==> config.mk <==
export PLATFORM = sky130hd
export DESIGN_NAME = imu_frame_align_decode_unit
export DESIGN_NICKNAME = d
export VERILOG_FILES = /design/src/rtl/imu_fad_pkg.sv /design/src/rtl/imu_fad_align.sv /design/src/rtl/imu_fad_axis.sv /design/src/rtl/imu_fax_placeholder_unused.sv /design/src/rtl/imu_frame_align_decode_unit.sv
export SDC_FILE = /design/constraint.sdc
export NUM_CORES = 2
export LEC_CHECK = 0
export BUFFER_PORTS_ARGS = -buffer_cell sky130_fd_sc_hd__buf_4
export CAP_MARGIN = 20
export CORE_MARGIN = 4
export CORE_UTILIZATION = 48
export DETAILED_ROUTE_END_ITERATION = 8
export MAX_ROUTING_LAYER = met4
export PLACE_DENSITY = 0.66
export SYNTH_ARGS = -nofsm -noshare
export SYNTH_HDL_FRONTEND = slang
export SYNTH_SLANG_ARGS = --single-unit
==> constraint.sdc <==
create_clock -name i_clk -period 6.6 [get_ports i_clk]
set_clock_uncertainty 0.15 [all_clocks]
set_input_delay 1.32 -clock i_clk [delete_from_list [all_inputs] [get_ports i_clk]]
set_output_delay 1.32 -clock i_clk [all_outputs]
set_load 0.02 [all_outputs]
==> src/rtl/imu_fad_pkg.sv <==
// Shared constants and types for the inertial sensor frame align and decode block.
package imu_fad_pkg;

    localparam int FRAME_LEN = 11;
    localparam int POS_W     = 4;
    localparam int IDX_W     = 5;
    localparam int WORD_W    = 16;
    localparam int MUL_W     = 13;
    localparam int VALUE_W   = 28;
    localparam int PROD_W    = WORD_W + MUL_W;

    localparam logic [7:0] HDR_BYTE   = 8'h55;
    localparam logic [7:0] TYPE_ACC   = 8'h51;
    localparam logic [7:0] TYPE_RATE  = 8'h52;
    localparam logic [7:0] TYPE_ANGLE = 8'h53;

    localparam logic signed [MUL_W-1:0] MUL_ACC   = 13'sd314;
    localparam logic signed [MUL_W-1:0] MUL_RATE  = 13'sd4000;
    localparam logic signed [MUL_W-1:0] MUL_ANGLE = 13'sd360;

    typedef logic [FRAME_LEN-1:0][7:0] t_window;

    typedef enum logic [1:0] {
        KIND_ACC   = 2'd0,
        KIND_RATE  = 2'd1,
        KIND_ANGLE = 2'd2
    } t_kind;

    typedef struct packed {
        logic              vld;
        t_kind             kind;
        logic [WORD_W-1:0] word_x;
        logic [WORD_W-1:0] word_y;
        logic [WORD_W-1:0] word_z;
    } t_frame;

endpackage

==> src/rtl/imu_fad_align.sv <==
// Header search lanes, lowest-position merge, window rotation and type decode.
module imu_fad_align (
    input  logic                  i_clk,
    input  logic                  i_rst_n,
    input  logic                  i_start,
    input  imu_fad_pkg::t_window  i_win,
    output imu_fad_pkg::t_frame   o_frame
);
    import imu_fad_pkg::*;

    logic [FRAME_LEN-1:0] hit;
    logic                 found;
    logic [POS_W-1:0]     pos;
    logic [IDX_W-1:0]     idx;
    logic [7:0]           al [8];
    logic                 type_ok;
    t_kind                kind;
    t_frame               n_frame;
    t_frame               r_frame;

    for (genvar g = 0; g < FRAME_LEN; g++) begin : g_lane
        assign hit[g] = (i_win[g] == HDR_BYTE);
    end

    always_comb begin
        found = 1'b0;
        pos   = '0;
        for (int i = FRAME_LEN - 1; i >= 0; i--) begin
            if (hit[i]) begin
                found = 1'b1;
                pos   = POS_W'(i);
            end
        end
    end

    always_comb begin
        idx = '0;
        for (int k = 0; k < 8; k++) begin
            idx = {1'b0, pos} + IDX_W'(k);
            if (idx >= IDX_W'(FRAME_LEN)) begin
                idx = idx - IDX_W'(FRAME_LEN);
            end
            al[k] = i_win[idx[POS_W-1:0]];
        end
    end

    always_comb begin
        type_ok = 1'b1;
        kind    = KIND_ACC;
        case (al[1])
            TYPE_ACC: begin
                kind = KIND_ACC;
            end
            TYPE_RATE: begin
                kind = KIND_RATE;
            end
            TYPE_ANGLE: begin
                kind = KIND_ANGLE;
            end
            default: begin
                type_ok = 1'b0;
            end
        endcase
        n_frame.vld    = i_start & found & type_ok;
        n_frame.kind   = kind;
        n_frame.word_x = {al[3], al[2]};
        n_frame.word_y = {al[5], al[4]};
        n_frame.word_z = {al[7], al[6]};
    end

    always_ff @(posedge i_clk) begin
        if (!i_rst_n) begin
            r_frame.vld <= 1'b0;
        end else begin
            r_frame.vld <= n_frame.vld;
        end
        r_frame.kind   <= n_frame.kind;
        r_frame.word_x <= n_frame.word_x;
        r_frame.word_y <= n_frame.word_y;
        r_frame.word_z <= n_frame.word_z;
    end

    assign o_frame = r_frame;

endmodule

==> src/rtl/imu_fad_axis.sv <==
// One axis lane: scale a signed 16-bit word by the per-kind constant to a Q28.0 signed integer.
module imu_fad_axis (
    input  logic                                i_clk,
    input  imu_fad_pkg::t_kind                  i_kind,
    input  logic [imu_fad_pkg::WORD_W-1:0]      i_word,
    output logic signed [imu_fad_pkg::VALUE_W-1:0] o_value
);
    import imu_fad_pkg::*;

    logic signed [MUL_W-1:0]   coeff;
    logic signed [PROD_W-1:0]  prod;
    logic signed [VALUE_W-1:0] n_value;
    logic signed [VALUE_W-1:0] r_value;

    always_comb begin
        case (i_kind)
            KIND_ACC:   coeff = MUL_ACC;
            KIND_RATE:  coeff = MUL_RATE;
            KIND_ANGLE: coeff = MUL_ANGLE;
            default:    coeff = MUL_ACC;
        endcase
    end

    assign prod    = $signed(i_word) * coeff;
    assign n_value = prod[VALUE_W-1:0];

    always_ff @(posedge i_clk) begin
        r_value <= n_value;
    end

    assign o_value = r_value;

endmodule

==> src/rtl/imu_fax_placeholder_unused.sv <==
// Registered result strobe and kind hold between the align stage and the output.
module imu_fax_placeholder_unused (
    input  logic               i_clk,
    input  logic               i_rst_n,
    input  imu_fad_pkg::t_frame i_frame,
    output logic               o_valid,
    output logic [1:0]         o_kind
);
    import imu_fad_pkg::*;

    logic  r_valid;
    t_kind r_kind;

    always_ff @(posedge i_clk) begin
        if (!i_rst_n) begin
            r_valid <= 1'b0;
        end else begin
            r_valid <= i_frame.vld;
        end
        r_kind <= i_frame.kind;
    end

    assign o_valid = r_valid;
    assign o_kind  = 2'(r_kind);

endmodule

==> src/rtl/imu_frame_align_decode_unit.sv <==
// Top level of the inertial sensor frame align and decode block.
// Takes one 11-byte receive window per request, any cycle: o_busy never rises, so a request
// is accepted whenever i_start is high. The window is searched in eleven parallel compare
// lanes for the 0x55 header (lowest position wins), rotated so the header comes first, and
// the type byte picks acceleration, angular rate or angle. Three axis lanes scale the
// little-endian signed words to Q28.0 signed integers with one constant multiply each. A result
// appears on o_valid after the align register and the strobe register, for one cycle; a window
// with no header or an unknown type gives no result. Throughput is one window per cycle, set by
// the registered align and multiply stages. The receiver cannot stall the results.
module imu_frame_align_decode_unit (
    input  logic                                   i_clk,
    input  logic                                   i_rst_n,
    input  logic                                   i_start,
    output logic                                   o_busy,
    input  logic [7:0]                             i_byte_00,
    input  logic [7:0]                             i_byte_01,
    input  logic [7:0]                             i_byte_02,
    input  logic [7:0]                             i_byte_03,
    input  logic [7:0]                             i_byte_04,
    input  logic [7:0]                             i_byte_05,
    input  logic [7:0]                             i_byte_06,
    input  logic [7:0]                             i_byte_07,
    input  logic [7:0]                             i_byte_08,
    input  logic [7:0]                             i_byte_09,
    input  logic [7:0]                             i_byte_10,
    output logic                                   o_valid,
    output logic [1:0]                             o_kind,
    output logic signed [imu_fad_pkg::VALUE_W-1:0] o_value_x,
    output logic signed [imu_fad_pkg::VALUE_W-1:0] o_value_y,
    output logic signed [imu_fad_pkg::VALUE_W-1:0] o_value_z
);
    import imu_fad_pkg::*;

    t_window win;
    t_frame  frame;

    assign win = {i_byte_10, i_byte_09, i_byte_08, i_byte_07, i_byte_06, i_byte_05,
                  i_byte_04, i_byte_03, i_byte_02, i_byte_01, i_byte_00};

    assign o_busy = 1'b0;

    imu_fad_align u_align (
        .i_clk   (i_clk),
        .i_rst_n (i_rst_n),
        .i_start (i_start),
        .i_win   (win),
        .o_frame (frame)
    );

    imu_fad_axis u_axis_x (
        .i_clk   (i_clk),
        .i_kind  (frame.kind),
        .i_word  (frame.word_x),
        .o_value (o_value_x)
    );

    imu_fad_axis u_axis_y (
        .i_clk   (i_clk),
        .i_kind  (frame.kind),
        .i_word  (frame.word_y),
        .o_value (o_value_y)
    );

    imu_fad_axis u_axis_z (
        .i_clk   (i_clk),
        .i_kind  (frame.kind),
        .i_word  (frame.word_z),
        .o_value (o_value_z)
    );

    imu_fax_placeholder_unused u_strobe (
        .i_clk   (i_clk),
        .i_rst_n (i_rst_n),
        .i_frame (frame),
        .o_valid (o_valid),
        .o_kind  (o_kind)
    );

    a_valid_from_request: assert property (@(posedge i_clk) disable iff (!i_rst_n)
        o_valid |-> $past(i_start, 2))
        else $error("result without a request two cycles earlier");

    a_acc_even: assert property (@(posedge i_clk) disable iff (!i_rst_n)
        (o_valid && o_kind == KIND_ACC) |-> (o_value_x[0] == 1'b0 && o_value_z[0] == 1'b0))
        else $error("acceleration value not a multiple of the scale");

    a_rate_scale: assert property (@(posedge i_clk) disable iff (!i_rst_n)
        (o_valid && o_kind == KIND_RATE) |-> (o_value_y[4:0] == 5'd0))
        else $error("angular rate value not a multiple of the scale");

    a_angle_scale: assert property (@(posedge i_clk) disable iff (!i_rst_n)
        (o_valid && o_kind == KIND_ANGLE) |-> (o_value_x[2:0] == 3'd0))
        else $error("angle value not a multiple of the scale");

endmodule
Word level (Yosys, flattened, before mapping)
Index checks and enable logic that the tools add are counted.
W data, S select, Z words.
- bitwise logic cells: 2
- add/subtract/negate cells: 14
- muxes and demuxes: 46
- equality and inequality tests: 16
- order comparisons: 14
- reduce and logical (&&, ||, !) cells: 1
- $mul: 3
- operators with widths (cell ; count):
    $bmux W8 S4 ; 7
    $eq A8 B7 Y1 const B ; 14
    $mul A16 B13 Y28 ; 3
    $mux W4 ; 18
    $mux W8 ; 7
    $ge A5 B4 Y1 const B ; 7
    $lt A4 B5 Y1 const B ; 7
    $sub A4 B4 Y4 const B ; 7
    $pmux W12 S2 ; 1
    $add A4 B3 Y5 const B ; 4
    $mux W1 ; 12
    $add A4 B2 Y5 const B ; 2
    $add A4 B1 Y5 const B ; 1
    $pmux W2 S2 ; 1
    $reduce_or A3 Y1 ; 1
    $and A1 B1 Y1 ; 2
    $eq A2 B1 Y1 const B ; 1
    $eq A2 B2 Y1 const B ; 1
- logic and storage cells: 106
- output and inout bits: 88
- bits in registers: 138

Longest topological paths before layout
- word-level depth: 21
- gate-level depth with buffers: 26
- mapped depth without buffers: 24

Cells and area by module
Synthesis repeated with hierarchy kept, for this count alone.
- cells, all modules: 3037
- area, all modules: 27878.0 µm²
- by module, submodules not included (module ; cells each ; times used ; area an instance (µm²)):
    imu_fad_align ; 860 ; 1 ; 7875.1
    imu_fad_axis (u_axis_y) ; 731 ; 1 ; 6676.4
    imu_fad_axis (u_axis_z) ; 727 ; 1 ; 6643.9
    imu_fad_axis (u_axis_x) ; 713 ; 1 ; 6605.1
    imu_fax_placeholder_unused ; 4 ; 1 ; 66.3
    imu_frame_align_decode_unit ; 2 ; 1 ; 11.3

Worst setup path before layout
Ideal clock, no wire load.
- path type: reg-to-reg
- start: register u_align.r_frame (netlist bit u_align.o_frame[48])
- end: register u_axis_z.r_value[26] (netlist: u_axis_z.o_value[26])
- path slack: 611 ps
- stages on the path, launching flop included: 24
- arrival time: 5766 ps
- setup time: 72 ps
- period minus slack after synthesis: 5989 ps
- path buffers: 1
- required time: 6378 ps
- cell sequence: dfxtp_1 -> inv_1 -> ha_1 -> clkbuf_1 -> and2_1 -> fa_1 -> ha_1 -> inv_1 -> fa_1 -> fa_1 -> fa_1 -> inv_1 -> ha_1 -> nor2b_1 -> o21ai_0 -> a21boi_0 -> o21ai_0 -> a211oi_1 -> nor3_1 -> o31ai_1 -> or4b_2 -> a31o_2 -> a21oi_1 -> xnor2_1
- word-level cells in the longest chain between the ends: 3
- elaborated cells between the ends (all ways): 4
- classes of those cells: 1 x mul; 2 x eq/ne; 1 x mux
- RTL lines (what ; line ; source):
    start: declaration ; imu_fad_align.sv:19 ; t_frame r_frame;
    $eq A2 B2 Y1 / $eq A2 B1 Y1 (equally long branches) ; imu_fad_axis.sv:16 ; case (i_kind)
    $pmux W12 S2 * ; imu_fad_axis.sv:16 ;
    $mul A16 B13 Y28 * ; imu_fad_axis.sv:24 ; assign prod = $signed(i_word) * coeff;
    via u_axis_z.prod[26] ; imu_fad_axis.sv:11 ; logic signed [PROD_W-1:0] prod;
    end signal: assignment ; imu_fad_axis.sv:28 ; r_value <= n_value;
    end: declaration ; imu_fad_axis.sv:13 ; logic signed [VALUE_W-1:0] r_value;
Mark *: on every way through the listed nets, which the timed path passes. The rest lies on a longest branch.
A chain may end at the register's enable or synchronous reset.

Final worst setup path
- start: register u_align.r_frame (netlist bit u_align.o_frame[49])
- end: register u_axis_z.r_value[27] (netlist: u_axis_z.o_value[27])
The elaborated chain is that of the path after synthesis.

==> out/results.tsv <==
metric	value	unit
fill_cells	4970	
rows	86	
pin_count	179	
cp.buffers_inverters	4	
gp_congestion	0.990	
firstDrtPassIters	6	
ys.flop_type	dfxtp_1	
numCtsBuffers	17	
worst_slew_pin_slew	1080	ps
crit_path_end_kind	register	
period_share	95.0	%
p_switching	7.25	mW
seq_area_frac_synth	10.1	%
yosys_register_bits	135	
cts_tree	done	
core	55200	sq um
root_buffer	clkbuf_16	
setup_viol	0	
hp-class	register to register	
ys_warn_count	0	
clockPowerShare	6.5	%
die_w	244	um
cp.arrival	6540	ps
start_util	48.6	%
cts_sinks	135	
ys_types	98	
status	finished, final reports clean	
hold_ws	247	ps
sequentialPowerShare	10.2	%
worst_path_largest_cell_delay	520	ps
cp_top_family	adder cells	
place_hpwl	70600	um
synth_edf_count	0	
crit_path_frequent_cell	fa_1	
final_hold_viol_count	0	
drt_wl_total	86700	um
grt_pass1_vias	23400	
fin_nets	3997	
cts_setup_buffers	0	
slew_violations	0	
critPathLaunchType	register	
cellPowerDensity	474	nW/um^2
synth_top_area_share	30.4	%
die-area	59700	sq um
crit_chain	inv_1 -> ha_2 -> buf_4 -> and2_1 -> fa_1 -> fa_1 -> inv_1 -> fa_1 -> inv_1 -> fa_1 -> fa_1 -> ha_1 -> or3_1 -> o21ai_0 -> o31ai_1 -> o41a_1 -> a211oi_2 -> a211oi_1 -> a211o_1 -> a21oi_1 -> xnor2_1	
internal_power	7.38	mW
ctsHoldBuffers	0	
slew_headroom	27.9	%
clock.fmax	159	MHz
ctsLongestPathBuffers	2	
drc	0	
avgSynthCellArea	9.02	sq um
layout-drive-gt1-share	15.5	%
clkLatencyLatePin	500	ps
die_h	244	um
h-tree-depth	4	
grt_overflow_total	0	
peakVddDrop	0.526	mV
syn_area	26800	sq um
cap_violations	0	
yosys-top-cells-area	fa_1 30%, ha_1 13%, dfxtp_1 10%	
critPathMaxFanout	20	
vias	22600	
p_comb_share	83.2	%
syn_inst	2976	
postLayoutCoreUtil	55.9	%
cp_slowest_cell	fa_1	
leakage	14.9	nW
grt_max_degree	37	
layout_min_cycle_time	6270	ps
drt-initial-drc-count	1859	
syn_to_final_growth	14.9	%
globalRouteTotalUtil	30.4	%
clkTransAtPathRegs	70	ps
post_drt_wl_per_cell	21.7	um
sw_frac_of_total	49.5	%
async_flop_share	0	%
yosysTopAreaCell	fa_1	
crit_type	register to register	
port_buffers	174	
crit_required	6870	ps
antenna_found_initial	8	
antenna_left	0	
vias_per_cell	5.68	
grt_pass1_wl	135000	um
-- cell usage after synthesis, types with 33 or more instances --
library cell / n
a21oi_1: 133
o21ai_0: 68
clkbuf_1: 76
dfxtp_1: 135
nor2b_1: 55
mux2i_1: 76
inv_1: 585
nor2_1: 88
fa_1: 408
xnor2_1: 67
nand2_1: 224
and2_1: 155
ha_1: 277
mux4_2: 33
nand3_1: 65
-- layer usage --
layer | wire [um] | part of all wire [%] | global-route usage, %
met1 | 36800 | 42 | 40.0
met2 | 40100 | 46 | 47.5
met3 | 6950 | 8.0 | 6.35
met4 | 2860 | 3.3 | 9.80
met5 | 0 | 0 | -
-- timing repair --
action | 4_1_cts | 5_1_grt
endpoints found under the hold margin | 0 | 0
setup endpoints to repair | 0 | 11
resized for setup | 0 | 13
-- flip-flops by register name, indices dropped and copies added, names as in the netlist --
name / count
u_align.o_frame: 51
u_axis_x.o_value: 27
u_axis_y.o_value: 27
u_axis_z.o_value: 27
u_strobe.o_kind: 2
u_strobe.o_valid: 1
-- logic make-up (layout without fill, tap and decap cells) --
family	Yosys count	after routing	share of synthesized area [%]
and+or+nand+nor	730	730	14.3
buffers and inverters	714	969	10.3
adders and majority gates	685	685	43.4
AOI/OAI and AO/OA	482	482	12.1
muxes	141	141	6.97
DFF	135	135	10.1
xor gates and xnor gates	88	88	2.90
other	1	11	0.0140
-- area by class of cell --
cell class | instances | area [sq um] | area share (%)
diodes | 7 | 17.5 | 0.0568
well taps | 748 | 936 | 3.04
repair buffers | 350 | 2940 | 9.54
inverters | 587 | 2200 | 7.15
clock buffers | 17 | 425 | 1.38
flip-flops and latches | 135 | 2700 | 8.77
multi-input cells | 2130 | 21500 | 69.6
clock inverters | 15 | 138 | 0.446
-- cell usage in the layout, fill, tap and decap left out, types with 10 or more instances in the layout --
cell       count
a22oi_1       28
mux2i_1       76
nand2_1      224
ha_1         274
and2_1       155
o211ai_1      21
nor3_1        28
fa_1         408
buf_4        325
a21oi_1      133
a21o_1        21
a31oi_1       26
clkbuf_16     17
inv_1        585
and3_1        13
buf_12        25
nor2_1        88
mux2_2        30
a2bb2oi_1     11
o221ai_1      14
o21bai_1      10
o21ai_0       66
o31ai_1       11
mux4_2        33
nand3_1       65
dfxtp_1      135
a211oi_1      19
nor2b_1       55
nand2b_1      13
xnor2_1       63
xor2_1        20
o21ai_1       15
nor4_1        12
o2bb2ai_1     15
-- power by group through the flow --
stage	Sequential (mW)	Combinational, mW	Clock, mW
floorplan	1.79	9.13	0
global placement	1.51	11.7	0
detailed placement	1.52	12.1	0
CTS	1.50	12.2	0.987
global route	1.53	13.9	1.01
finish	1.50	12.2	0.957
-- metrics by stage --
step	power (mW)	instance area (sq um)	std cells	setup slack [ps]	TNS, ps
after detailed placement	13.6	30200	3950	33.0	0
after CTS	14.7	30800	3982	8.78	0
final	14.6	30800	3989	328	0
after global routing	16.5	30800	3989	-2.17	-2.17
after global placement	13.2	30200	3950	184	0
after floorplan	10.9	26800	2979	611	0
-- path summary, 6_finish.rpt --
| kind | end | start | cells past startpoint | slack [ps] |
|---|---|---|---|---|
| min reg2reg | u_strobe.o_kind[1] | u_align.o_frame[49] | 0 | 250 |
| max reg2reg | u_axis_z.o_value[27] | u_align.o_frame[49] | 21 | 330 |
| max | u_axis_z.o_value[27] | u_align.o_frame[49] | 21 | 330 |
| min | u_strobe.o_kind[1] | u_align.o_frame[49] | 0 | 250 |
-- worst register-to-register path, cell delays in order (launching register included) --
cell,delay [ps]
dfxtp_1,380
inv_1,80
ha_2,260
buf_4,240
and2_1,240
fa_1,430
fa_1,510
inv_1,60
fa_1,520
inv_1,50
fa_1,490
fa_1,410
ha_1,260
or3_1,390
o21ai_0,160
o31ai_1,160
o41a_1,400
a211oi_2,250
a211oi_1,160
a211o_1,290
a21oi_1,180
xnor2_1,130
No activity file was read; power rests on OpenSTA's default activity.
